==> src/hw/rtl/fvfl_pkg.sv <==
// Shared types, constants and helpers for the FAT32 volume file locator.
// No dependencies; the field capture unit and the top level use this package.
package fvfl_pkg;

  localparam int unsigned SectorBytes = 512;
  localparam int unsigned EntrySlots  = 16;
  localparam int unsigned SectorShift = $clog2(SectorBytes);

  localparam logic [8:0] LAST_INDEX    = 9'd511;
  localparam logic [8:0] MBR_PART_OFS  = 9'd454;
  localparam logic [8:0] BPB_BPS_OFS   = 9'd11;
  localparam logic [8:0] BPB_SPC_OFS   = 9'd13;
  localparam logic [8:0] BPB_RSVD_OFS  = 9'd14;
  localparam logic [8:0] BPB_NFATS_OFS = 9'd16;
  localparam logic [8:0] BPB_FATSZ_OFS = 9'd36;
  localparam logic [8:0] BPB_ROOTCL_OFS = 9'd44;
  localparam logic [4:0] DIR_CLHI_OFS  = 5'd20;
  localparam logic [4:0] DIR_CLLO_OFS  = 5'd26;
  localparam logic [4:0] DIR_SIZE_OFS  = 5'd28;
  localparam logic [31:0] FIRST_CLUSTER = 32'd2;
  localparam logic [15:0] SECTOR_SIZE_OK = 16'(SectorBytes);

  typedef enum logic [1:0] {
    OP_MBR     = 2'd0,
    OP_BOOT    = 2'd1,
    OP_DIR     = 2'd2,
    OP_DIR_REQ = 2'd3
  } op_e;

  // Volume geometry and current directory entry, as captured from sector bytes
  typedef struct packed {
    logic [31:0] partition_start;
    logic [15:0] sector_size;
    logic [7:0]  cluster_sectors;
    logic [15:0] reserved_count;
    logic [7:0]  fat_copies;
    logic [31:0] fat_length;
    logic [31:0] root_cluster;
    logic [31:0] entry_cluster;
    logic [31:0] entry_size;
  } geom_t;

  // Card read address of a sector: sector number or byte offset
  function automatic logic [31:0] card_addr(logic block_addr, logic [31:0] sector);
    card_addr = block_addr ? sector : (sector << SectorShift);
  endfunction

endpackage

==> src/hw/rtl/fvfl_fields.sv <==
// Field capture for the FAT32 volume file locator: writes sector bytes into
// the geometry and directory entry registers. Depends on fvfl_pkg.
module fvfl_fields (
  input  logic                clk_i,
  input  logic                rst_ni,
  input  logic                cap_en_i,
  input  fvfl_pkg::op_e       op_i,
  input  logic [8:0]          byte_index_i,
  input  logic [7:0]          data_byte_i,
  input  logic [3:0]          entry_slot_i,
  output fvfl_pkg::geom_t     geom_o,
  output logic [31:0]         entry_size_next_o
);

  fvfl_pkg::geom_t geom_d, geom_q;

  logic [8:0] mbr_off;
  logic [4:0] rel;
  logic       in_slot;

  function automatic logic [31:0] put32(logic [31:0] r, logic [1:0] lane, logic [7:0] b);
    logic [31:0] t;
    t = r;
    t[lane*8 +: 8] = b;
    return t;
  endfunction

  function automatic logic [15:0] put16(logic [15:0] r, logic lane, logic [7:0] b);
    logic [15:0] t;
    t = r;
    t[lane*8 +: 8] = b;
    return t;
  endfunction

  assign mbr_off = byte_index_i - fvfl_pkg::MBR_PART_OFS;
  assign rel     = byte_index_i[4:0];
  assign in_slot = (byte_index_i[8:5] == entry_slot_i);

  always_comb begin
    geom_d = geom_q;
    unique case (op_i)
      fvfl_pkg::OP_MBR: begin
        if (byte_index_i >= fvfl_pkg::MBR_PART_OFS &&
            byte_index_i <= fvfl_pkg::MBR_PART_OFS + 9'd3) begin
          geom_d.partition_start = put32(geom_q.partition_start, mbr_off[1:0], data_byte_i);
        end
      end
      fvfl_pkg::OP_BOOT: begin
        case (byte_index_i) inside
          fvfl_pkg::BPB_BPS_OFS, fvfl_pkg::BPB_BPS_OFS + 9'd1: begin
            geom_d.sector_size = put16(geom_q.sector_size, ~byte_index_i[0], data_byte_i);
          end
          fvfl_pkg::BPB_SPC_OFS: geom_d.cluster_sectors = data_byte_i;
          fvfl_pkg::BPB_RSVD_OFS, fvfl_pkg::BPB_RSVD_OFS + 9'd1: begin
            geom_d.reserved_count = put16(geom_q.reserved_count, byte_index_i[0], data_byte_i);
          end
          fvfl_pkg::BPB_NFATS_OFS: geom_d.fat_copies = data_byte_i;
          [fvfl_pkg::BPB_FATSZ_OFS : fvfl_pkg::BPB_FATSZ_OFS + 9'd3]: begin
            geom_d.fat_length = put32(geom_q.fat_length, byte_index_i[1:0], data_byte_i);
          end
          [fvfl_pkg::BPB_ROOTCL_OFS : fvfl_pkg::BPB_ROOTCL_OFS + 9'd3]: begin
            geom_d.root_cluster = put32(geom_q.root_cluster, byte_index_i[1:0], data_byte_i);
          end
          default: ;
        endcase
      end
      fvfl_pkg::OP_DIR: begin
        if (in_slot) begin
          if (rel == fvfl_pkg::DIR_CLHI_OFS || rel == fvfl_pkg::DIR_CLHI_OFS + 5'd1) begin
            geom_d.entry_cluster = put32(geom_q.entry_cluster, {1'b1, rel[0]}, data_byte_i);
          end else if (rel == fvfl_pkg::DIR_CLLO_OFS ||
                       rel == fvfl_pkg::DIR_CLLO_OFS + 5'd1) begin
            geom_d.entry_cluster = put32(geom_q.entry_cluster, {1'b0, rel[0]}, data_byte_i);
          end else if (rel >= fvfl_pkg::DIR_SIZE_OFS) begin
            geom_d.entry_size = put32(geom_q.entry_size, rel[1:0], data_byte_i);
          end
        end
      end
      fvfl_pkg::OP_DIR_REQ: ;
      default: ;
    endcase
  end

  always_ff @(posedge clk_i or negedge rst_ni) begin
    if (!rst_ni) begin
      geom_q <= '0;
    end else if (cap_en_i) begin
      geom_q <= geom_d;
    end
  end

  assign geom_o            = geom_q;
  assign entry_size_next_o = geom_d.entry_size;

endmodule

==> src/hw/rtl/fat32_volume_file_locator.sv <==
// FAT32 volume file locator: boot record, boot sector and directory entry
// parser with an input register and a result register. Depends on fvfl_pkg
// and fvfl_fields.
//
// Usage:
//   Input channel (in_valid_i/in_ready_o) carries one tagged sector byte or a
//   directory sector request per transfer. Sector bytes give a result only
//   at byte index 511; a directory sector request always gives one.
//   Output channel (out_valid_o/out_ready_i) carries one result per transfer.
//   Each item passes the input register, where its field is captured and its
//   result is formed, and the result is then held in the output register.
//   Throughput: one input transfer per cycle while in_ready_o is high; bytes
//   with no result leave the input register after their field capture.
//   When the receiver stalls, one result waits in the output register and a
//   second in the input register; in_ready_o then drops until the output
//   register is taken. Bytes with no result pass while only the output waits.
//   Reset clears all captured fields, the computed data and root start, the
//   addressing mode and both valid bits. cfg_we_i writes the addressing mode
//   bit (1 = sector, 0 = byte addresses); users do so only while idle, unchecked.
module fat32_volume_file_locator (
  input  logic        clk_i,
  input  logic        rst_ni,
  input  logic        cfg_we_i,
  input  logic        cfg_wdata_i,
  input  logic        in_valid_i,
  output logic        in_ready_o,
  input  logic [1:0]  op_i,
  input  logic [8:0]  byte_index_i,
  input  logic [7:0]  data_byte_i,
  input  logic [3:0]  entry_slot_i,
  input  logic [7:0]  dir_sector_i,
  output logic        out_valid_o,
  input  logic        out_ready_i,
  output logic [1:0]  kind_o,
  output logic [31:0] first_value_o,
  output logic [31:0] second_value_o,
  output logic        size_error_o,
  output logic        no_file_o
);

  logic block_addr_q;

  // Input register
  logic                s1_v_q;
  fvfl_pkg::op_e       s1_op_q;
  logic [8:0]          s1_idx_q;
  logic [7:0]          s1_byte_q;
  logic [3:0]          s1_slot_q;
  logic [7:0]          s1_dsec_q;

  // Output register
  logic                out_v_q;
  fvfl_pkg::op_e       out_kind_q;
  logic [31:0]         out_f_q, out_s_q;
  logic                out_serr_q, out_nofile_q;
  logic [31:0]         out_f_d, out_s_d;
  logic                out_serr_d, out_nofile_d;

  logic [31:0] data_start_q, root_start_q;
  logic [31:0] data_start_d, root_start_d;

  logic out_rdy, rdy1;
  logic s1_move, s1_res, s1_take;

  fvfl_pkg::geom_t geom;
  logic [31:0]     entry_size_next;

  logic [31:0] mul_a, mul_b;

  // Handshake: the input register empties unless its result waits for the output
  assign out_rdy    = !out_v_q || out_ready_i;
  assign s1_res     = (s1_op_q == fvfl_pkg::OP_DIR_REQ) || (s1_idx_q == fvfl_pkg::LAST_INDEX);
  assign s1_move    = s1_v_q && (!s1_res || out_rdy);
  assign s1_take    = s1_move && s1_res;
  assign rdy1       = !s1_v_q || s1_move;
  assign in_ready_o = rdy1;

  always_ff @(posedge clk_i or negedge rst_ni) begin
    if (!rst_ni) begin
      block_addr_q <= 1'b0;
    end else if (cfg_we_i) begin
      block_addr_q <= cfg_wdata_i;
    end
  end

  fvfl_fields u_fields (
    .clk_i            (clk_i),
    .rst_ni           (rst_ni),
    .cap_en_i         (s1_move),
    .op_i             (s1_op_q),
    .byte_index_i     (s1_idx_q),
    .data_byte_i      (s1_byte_q),
    .entry_slot_i     (s1_slot_q),
    .geom_o           (geom),
    .entry_size_next_o(entry_size_next)
  );

  // The multiplied fields never change on a final byte, so the stored
  // values are used directly.
  always_comb begin
    if (s1_op_q == fvfl_pkg::OP_DIR) begin
      mul_a = 32'((geom.entry_cluster - fvfl_pkg::FIRST_CLUSTER) *
                  {24'd0, geom.cluster_sectors});
    end else begin
      mul_a = 32'({24'd0, geom.fat_copies} * geom.fat_length);
    end
    mul_b = 32'((geom.root_cluster - fvfl_pkg::FIRST_CLUSTER) *
                {24'd0, geom.cluster_sectors});
    data_start_d = geom.partition_start + mul_a + {16'd0, geom.reserved_count};
    root_start_d = mul_b + data_start_d;
  end

  always_comb begin
    out_f_d      = '0;
    out_s_d      = '0;
    out_serr_d   = 1'b0;
    out_nofile_d = 1'b0;
    unique case (s1_op_q)
      fvfl_pkg::OP_MBR: out_f_d = fvfl_pkg::card_addr(block_addr_q, geom.partition_start);
      fvfl_pkg::OP_BOOT: begin
        out_f_d    = data_start_d;
        out_s_d    = root_start_d;
        out_serr_d = (geom.sector_size != fvfl_pkg::SECTOR_SIZE_OK);
      end
      fvfl_pkg::OP_DIR: begin
        if (geom.entry_cluster == '0) begin
          out_nofile_d = 1'b1;
        end else begin
          out_f_d = fvfl_pkg::card_addr(block_addr_q, 32'd1 + data_start_q + mul_a);
          out_s_d = {9'd0, entry_size_next[31:fvfl_pkg::SectorShift]} + 32'd1;
        end
      end
      fvfl_pkg::OP_DIR_REQ: begin
        out_f_d = fvfl_pkg::card_addr(block_addr_q, root_start_q + {24'd0, s1_dsec_q});
      end
      default: ;
    endcase
  end

  always_ff @(posedge clk_i or negedge rst_ni) begin
    if (!rst_ni) begin
      s1_v_q       <= 1'b0;
      out_v_q      <= 1'b0;
      data_start_q <= '0;
      root_start_q <= '0;
    end else begin
      if (rdy1) s1_v_q <= in_valid_i;
      if (out_rdy) out_v_q <= s1_take;
      if (s1_take && s1_op_q == fvfl_pkg::OP_BOOT) begin
        data_start_q <= data_start_d;
        root_start_q <= root_start_d;
      end
    end
  end

  always_ff @(posedge clk_i) begin
    if (in_valid_i && rdy1) begin
      s1_op_q   <= fvfl_pkg::op_e'(op_i);
      s1_idx_q  <= byte_index_i;
      s1_byte_q <= data_byte_i;
      s1_slot_q <= entry_slot_i;
      s1_dsec_q <= dir_sector_i;
    end
    if (s1_take) begin
      out_kind_q   <= s1_op_q;
      out_f_q      <= out_f_d;
      out_s_q      <= out_s_d;
      out_serr_q   <= out_serr_d;
      out_nofile_q <= out_nofile_d;
    end
  end

  assign out_valid_o    = out_v_q;
  assign kind_o         = out_kind_q;
  assign first_value_o  = out_f_q;
  assign second_value_o = out_s_q;
  assign size_error_o   = out_serr_q;
  assign no_file_o      = out_nofile_q;

  a_nofile_only_dir: assert property (@(posedge clk_i) disable iff (!rst_ni)
    out_valid_o && no_file_o |-> kind_o == fvfl_pkg::OP_DIR)
    else $error("no_file set on a result other than a directory entry");

  a_nofile_zero: assert property (@(posedge clk_i) disable iff (!rst_ni)
    out_valid_o && no_file_o |-> first_value_o == '0 && second_value_o == '0)
    else $error("empty directory entry carries nonzero values");

  a_serr_only_boot: assert property (@(posedge clk_i) disable iff (!rst_ni)
    out_valid_o && size_error_o |-> kind_o == fvfl_pkg::OP_BOOT)
    else $error("size_error set on a result other than a boot sector");

  a_second_zero: assert property (@(posedge clk_i) disable iff (!rst_ni)
    out_valid_o && (kind_o == fvfl_pkg::OP_MBR || kind_o == fvfl_pkg::OP_DIR_REQ)
      |-> second_value_o == '0)
    else $error("second_value nonzero on a boot record or directory request");

  a_out_held: assert property (@(posedge clk_i) disable iff (!rst_ni)
    out_v_q && !out_ready_i |=> out_v_q && $stable(out_f_q) && $stable(out_s_q) &&
      $stable(out_kind_q))
    else $error("stalled result changed");

endmodule
==> config.mk <==
export PLATFORM = sky130hd
export DESIGN_NAME = fat32_volume_file_locator
export DESIGN_NICKNAME = d
export VERILOG_FILES = /design/src/hw/rtl/fvfl_pkg.sv /design/src/hw/rtl/fvfl_fields.sv /design/src/hw/rtl/fat32_volume_file_locator.sv
export SDC_FILE = /design/constraint.sdc
export NUM_CORES = 2
export LEC_CHECK = 0
export BUFFER_PORTS_ARGS = -buffer_cell sky130_fd_sc_hd__buf_4
export CORE_AREA = 2 2 327 329
export DETAILED_ROUTE_END_ITERATION = 8
export DIE_AREA = 0 0 329 331
export PLACE_DENSITY_LB_ADDON = 0.1
export SYNTH_ARGS = -nofsm -noshare
export SYNTH_HDL_FRONTEND = slang
export SYNTH_SLANG_ARGS = --single-unit
==> constraint.sdc <==
create_clock -name clk_i -period 14.7 [get_ports clk_i]
set_input_delay 2.94 -clock clk_i [delete_from_list [all_inputs] [get_ports clk_i]]
set_output_delay 2.94 -clock clk_i [all_outputs]
set_load 0.02 [all_outputs]
After elaboration in Yosys (flattened, before gate mapping):

Cells that the tools add are included.

* output and inout port bits: 70
* input bits: 37
* register bits after elaboration: 374
* logic and storage cells: 140

* multiplexer cells: 24
* reductions and logical operators: 30
* eq/ne operators: 16
* $mul: 3
* shift-type cells: 12
* magnitude comparators: 7
* add/sub/neg operators: 15
* bitwise gates (word level): 8

Operators by type and width (number)
* $mux 32: 12
* $bwmux 32: 6
* $shift 8x34->32 const A: 4
* $shiftx 8x34->32: 4
* $pmux 32 s4: 1
* $neg 5->34: 3
* $add 32x32->32: 3
* $neg 4->34: 2
* $shift 8x34->16 const A: 2
* $shiftx 8x34->16: 2
* $mul 32x8->32: 2
* $pmux 32 s2: 1
* $sub 32x2->32 const B: 2
* $eq 9x4->1 const B: 5
* $add 1x32->32 const A: 1
* $add 32x16->32: 1
* $add 32x8->32: 1
* $bwmux 16: 2
* $logic_not 32->1: 1
* $mul 8x32->32: 1
* $add 23x1->24 const B: 1
* $mux 24: 1
* $eq 5x5->1 const B: 4
* $ge 9x6->1 const B: 2
* 25 further kinds: 51

Logic depth before layout (Yosys ltp):

* depth after elaboration: 11
* mapped depth: 53
* gate-level depth less buffers: 52

Cells and area by module:

From an unflattened synthesis, not the netlist that was laid out.

* cell total of the unflattened synthesis: 4536
* area, all modules: 42704.7 um^2

By module, submodules not included
* fat32_volume_file_locator: cells each 3848, sequential area each 4649.5 um^2, instances 1, area each 33661.0 um^2
* fvfl_fields: cells each 688, sequential area each 5205.0 um^2, instances 1, area each 9043.7 um^2

Worst setup path before layout:

Ideal clock, no wire load.

* path type: flip-flop to flip-flop
* start: register u_fields.geom_q (netlist bit u_fields.geom_o[33])
* end: register out_s_q[31], in the netlist second_value_o[31] (data pin)
* data arrival time: 11.538 ns
* slack: 2.896 ns
* cell stages (with the launch flop): 50
* library setup time: 0.266 ns
* period minus slack after synthesis: 11.804 ns
* buffers on the path: 1
* data required time: 14.434 ns
* path through: dfrtp_1 > clkbuf_1 > inv_1 > ha_1 > or4b_4 > nor3_1 > xor2_1 > nand2_1 > fa_1 > inv_1 > fa_1 > fa_1 > inv_1 > fa_1 > inv_1 > ha_1 > nor2b_1 > o21ai_0 > (+14 left out) > xor2_1 > fa_1 > fa_1 > fa_1 > fa_1 > inv_1 > ha_1 > a21o_1 > a21oi_1 > nor2b_1 > a311o_1 > or3_1 > a31oi_1 > o41ai_1 > a31oi_1 > xnor2_1 > xnor2_1 > nor2_1

* word-level cells in the longest chain between the ends: 7

Ends and longest elaborated chain
* start: declaration: RTL line fvfl_fields.sv:15 `fvfl_pkg::geom_t geom_d, geom_q;`
* start signal: assignment: RTL line fvfl_fields.sv:88 `geom_q <= geom_d;`
* $sub 32x2->32: RTL line fat32_volume_file_locator.sv:102 `mul_a = 32'((geom.entry_cluster - fvfl_pkg::FIRST_CLUSTER) *`
* $mul 32x8->32: RTL line fat32_volume_file_locator.sv:102
* $mux 32: RTL line fat32_volume_file_locator.sv:101 `if (s1_op_q == fvfl_pkg::OP_DIR) begin`
* $add 32x32->32: RTL line fat32_volume_file_locator.sv:109 `data_start_d = geom.partition_start + mul_a + {16'd0, geom.reserved_count};`
* $add 32x16->32: RTL line fat32_volume_file_locator.sv:109
* $add 32x32->32: RTL line fat32_volume_file_locator.sv:110 `root_start_d = mul_b + data_start_d;`
* $pmux 32 s2: RTL line fat32_volume_file_locator.sv:118 `unique case (s1_op_q)`
* end signal: assignment: RTL line fat32_volume_file_locator.sv:167 `out_s_q <= out_s_d;`
* end: declaration: RTL line fat32_volume_file_locator.sv:54 `logic [31:0] out_f_q, out_s_q;`

No other way between the ends.
A chain may end at the register's enable or synchronous reset.

Final worst setup path:

Ends and elaborated chain as after synthesis.

==> flow_metrics.tcl <==
set metrics [dict create \
    drt_iter0_drc 2518 \
    clock_latency_ps 640 \
    syn_inst 4517 \
    drv_slew 0 \
    maxCapViolations 0 \
    routed_wl_mm 140 \
    clockBufferDepth 3 \
    holdBufCountCts 0 \
    clock.fmax_mhz 72.5 \
    grtUsageTotal_pct 26.1 \
    end_kind "flip-flop" \
    multi_input_area_um2 29200 \
    rows 119 \
    dp_hpwl_mm 113 \
    rsz0062_at_grt "false" \
    relSlewSlack_pct 12.0 \
    setup_viol 0 \
    cts_root_buf "clkbuf_16" \
    cp_max_fo 10 \
    synth-seq-cells 365 \
    io_pins 107 \
    fin_crit_sh_pct 93.9 \
    place_congestion 0.922 \
    leakage_nw 21.5 \
    synth.cell_area_um2 41900 \
    postLayoutCellArea_um2 45600 \
    yosys_warnings 0 \
    nets 5315 \
    cts_resized 0 \
    vias 32119 \
    dpl_cell_area_um2 44300 \
    ir_drop_v 0.0000751 \
    fillers 10445 \
    grt_pass1_wl_mm 213 \
    grt_start_max_net_pins 92 \
    io_buffers 106 \
    yosysMostFrequentCell "inv_1" \
    cts_tree "done" \
    layout-area-overhead-vs-synth_pct 8.88 \
    slowest_delay_ps 600 \
    worst_slew_pin_slew_ps 1310 \
    wl_per_cell_um 23.5 \
    utilization_pct 43.4 \
    status "completed" \
    viasPerCell 5.38 \
    synth_top_area_cell "fa_1" \
    fin_worst_skew_ps 46.6 \
    drc 0 \
    grt_remaining_overflow 0 \
    fin_crit_ps 13800 \
    dr.pass1.iters 6 \
    synth_edf_count 99 \
    synth_ff_type "dfrtp_1" \
    drive_gt1_share_pct 9.82 \
    crit_path_top_delay_cell "xor2_1" \
    netlist.area_leader.share_pct 24.7 \
    synth_area_per_cell_um2 9.27 \
    die_w_um 329 \
    syn-num-nets 5290 \
    grt_pass1_vias 32490 \
    antenna_left 0 \
    die_area_um2 109000 \
    antenna_found_initial 12 \
    ys_top_cells_by_area "fa_1 (25%), dfrtp_1 (16%), edfxtp_1 (7.1%)" \
    h-tree-depth 2 \
    numCtsBuffers 43 \
    final-hold-violation-count 0 \
    synthTopCellsByCount "inv_1 (630), nand2_1 (583), fa_1 (517)" \
    crit_type "flip-flop to flip-flop" \
    initial_core_util_pct 39.9 \
    die_height_um 331 \
    critPathRequiredTime_ps 15050 \
    crit_top_cell "fa_1" \
    tns_ps 0 \
    synth-seq-area-share_pct 23.0 \
    min_path_type "flip-flop to flip-flop" \
    cts.sinks 365 \
    postCtsSetupBuffers 0 \
    async_flop_share_pct 72.9 \
    startpoint_type "flip-flop" \
    clk_pin_slew_worst_paths_ps 60 \
    regArea_um2 9640 \
    powerDensity_nw_per_um2 56.5 \
    synth_cell_type_count 90 \
    cp.arrival_ps 14150 \
    design.core.area_um2 105000 \
]
==> metal layers <==
metal / routed length, um / vias up / GRT usage (%)
met5: 0 / - / 0
met3: 7220 / 141 / 2.76
met2: 62500 / 874 / 40.4
met1: 67400 / 16444 / 39.4
li1: - / 14660 / -
met4: 3270 / 0 / 5.89
==> flip-flops by register name (all words and copies together), names as in the netlist <==
signal / flops
s1_slot_q: 4
s1_idx_q: 9
size_error_o: 1
s1_v_q: 1
s1_dsec_q: 8
kind_o: 2
s1_op_q: 2
second_value_o: 32
root_start_q: 32
data_start_q: 32
first_value_o: 32
u_fields.geom_o: 199
s1_byte_q: 8
out_valid_o: 1
block_addr_q: 1
no_file_o: 1
==> final cells by class <==
| cell class | instances | area share, % |
|---|---|---|
| Tap cell | 1391 | 3.82 |
| Sequential cell | 365 | 21.1 |
| Timing Repair Buffer | 175 | 2.90 |
| Clock buffer | 63 | 2.63 |
| Antenna cell | 3 | 0.0165 |
| Inverter | 631 | 5.19 |
| Multi-Input combinational cell | 3326 | 64.0 |
| Clock inverter | 14 | 0.280 |
==> cells in the final DEF, fill, tap and decap left out, types with 7 or more instances in the layout <==
cell type    n
nand3_1     42
and2_1     247
mux2_2     171
a211oi_1    17
o31ai_1     47
o21ai_0    180
or3_1       13
mux2i_1     34
nor2_1     193
o211a_1      8
o221ai_1     7
a21oi_1    166
ha_1       217
a221oi_1     8
inv_1      630
o22ai_1     25
o21ai_1      8
nor3_1      68
o21a_1      23
xnor2_1    175
o211ai_1    11
nand2_1    582
dfrtp_1    259
edfxtp_1    99
nor4_1      17
nand2b_1    45
or4_1       11
buf_4      174
clkbuf_1    15
and3_1      19
clkbuf_16   43
a31oi_1      7
nand4_1     21
fa_1       517
xor2_1      93
nor2b_1    132
a21o_1      73
o21bai_1    23
==> path summary, 6_finish.rpt <==
| check | cells past startpoint | endpoint | slack (ps) | start |
|---|---|---|---|---|
| worst max-delay path | 48 | second_value_o[31]$_SDFFCE_PN0P_ | 900 | u_fields.geom_o[33]$_DFFE_PN0P_ |
| worst min register to register | 2 | u_fields.geom_o[13]$_DFFE_PN0P_ | 480 | u_fields.geom_o[13]$_DFFE_PN0P_ |
| min in group asynchronous | 1 | root_start_q[9]$_DFFE_PN0P_ | 2380 | rst_ni |
| worst min-delay path | 2 | u_fields.geom_o[13]$_DFFE_PN0P_ | 480 | u_fields.geom_o[13]$_DFFE_PN0P_ |
| worst max register to register | 48 | second_value_o[31]$_SDFFCE_PN0P_ | 900 | u_fields.geom_o[33]$_DFFE_PN0P_ |
| max in group asynchronous | 3 | u_fields.geom_o[157]$_DFFE_PN0P_ | 10180 | rst_ni |
==> cells by family after synthesis <==
logic type,count (synthesis),synth area share (%)
simple gates,1444,17.0
xor+xnor,272,5.80
mux,206,5.46
flops,365,23.0
buf+inv,826,7.41
compound gates,668,10.1
fa+ha+maj,736,31.3
==> worst max-delay path, delay by kind of cell, from the launching register on <==
| kind | cells | cell delay [ps] |
|---|---|---|
| adder cells (fa/ha/maj) | 13 | 5610 |
| AO/OA/AOI/OAI | 12 | 2610 |
| AND/OR/NAND/NOR | 11 | 2600 |
| XOR/XNOR | 5 | 1690 |
| buffers and inverters | 7 | 520 |
| flip-flops | 1 | 510 |
==> power by group <==
part / total [W] / switching, W / internal (W) / leakage, nW
combinational: 0.000397 / 0.000271 / 0.000125 / 16.4
sequential: 0.00112 / 0.0000389 / 0.00108 / 4.50
clock: 0.00106 / 0.000482 / 0.000575 / 0.647
==> metrics by stage <==
| step | setup WS, ps | hold WS, ps | power (W) | cells |
|---|---|---|---|---|
| detailed placement | 1010 | 471 | 0.00153 | 5888 |
| CTS | 978 | 484 | 0.00259 | 5965 |
| global placement | 1070 | 463 | 0.00153 | 5888 |
| floorplan | 2900 | 449 | 0.00136 | 4517 |
| finish | 902 | 483 | 0.00258 | 5968 |
| global route | 187 | 512 | 0.00267 | 5965 |
Power figures use the tool's default switching activity.
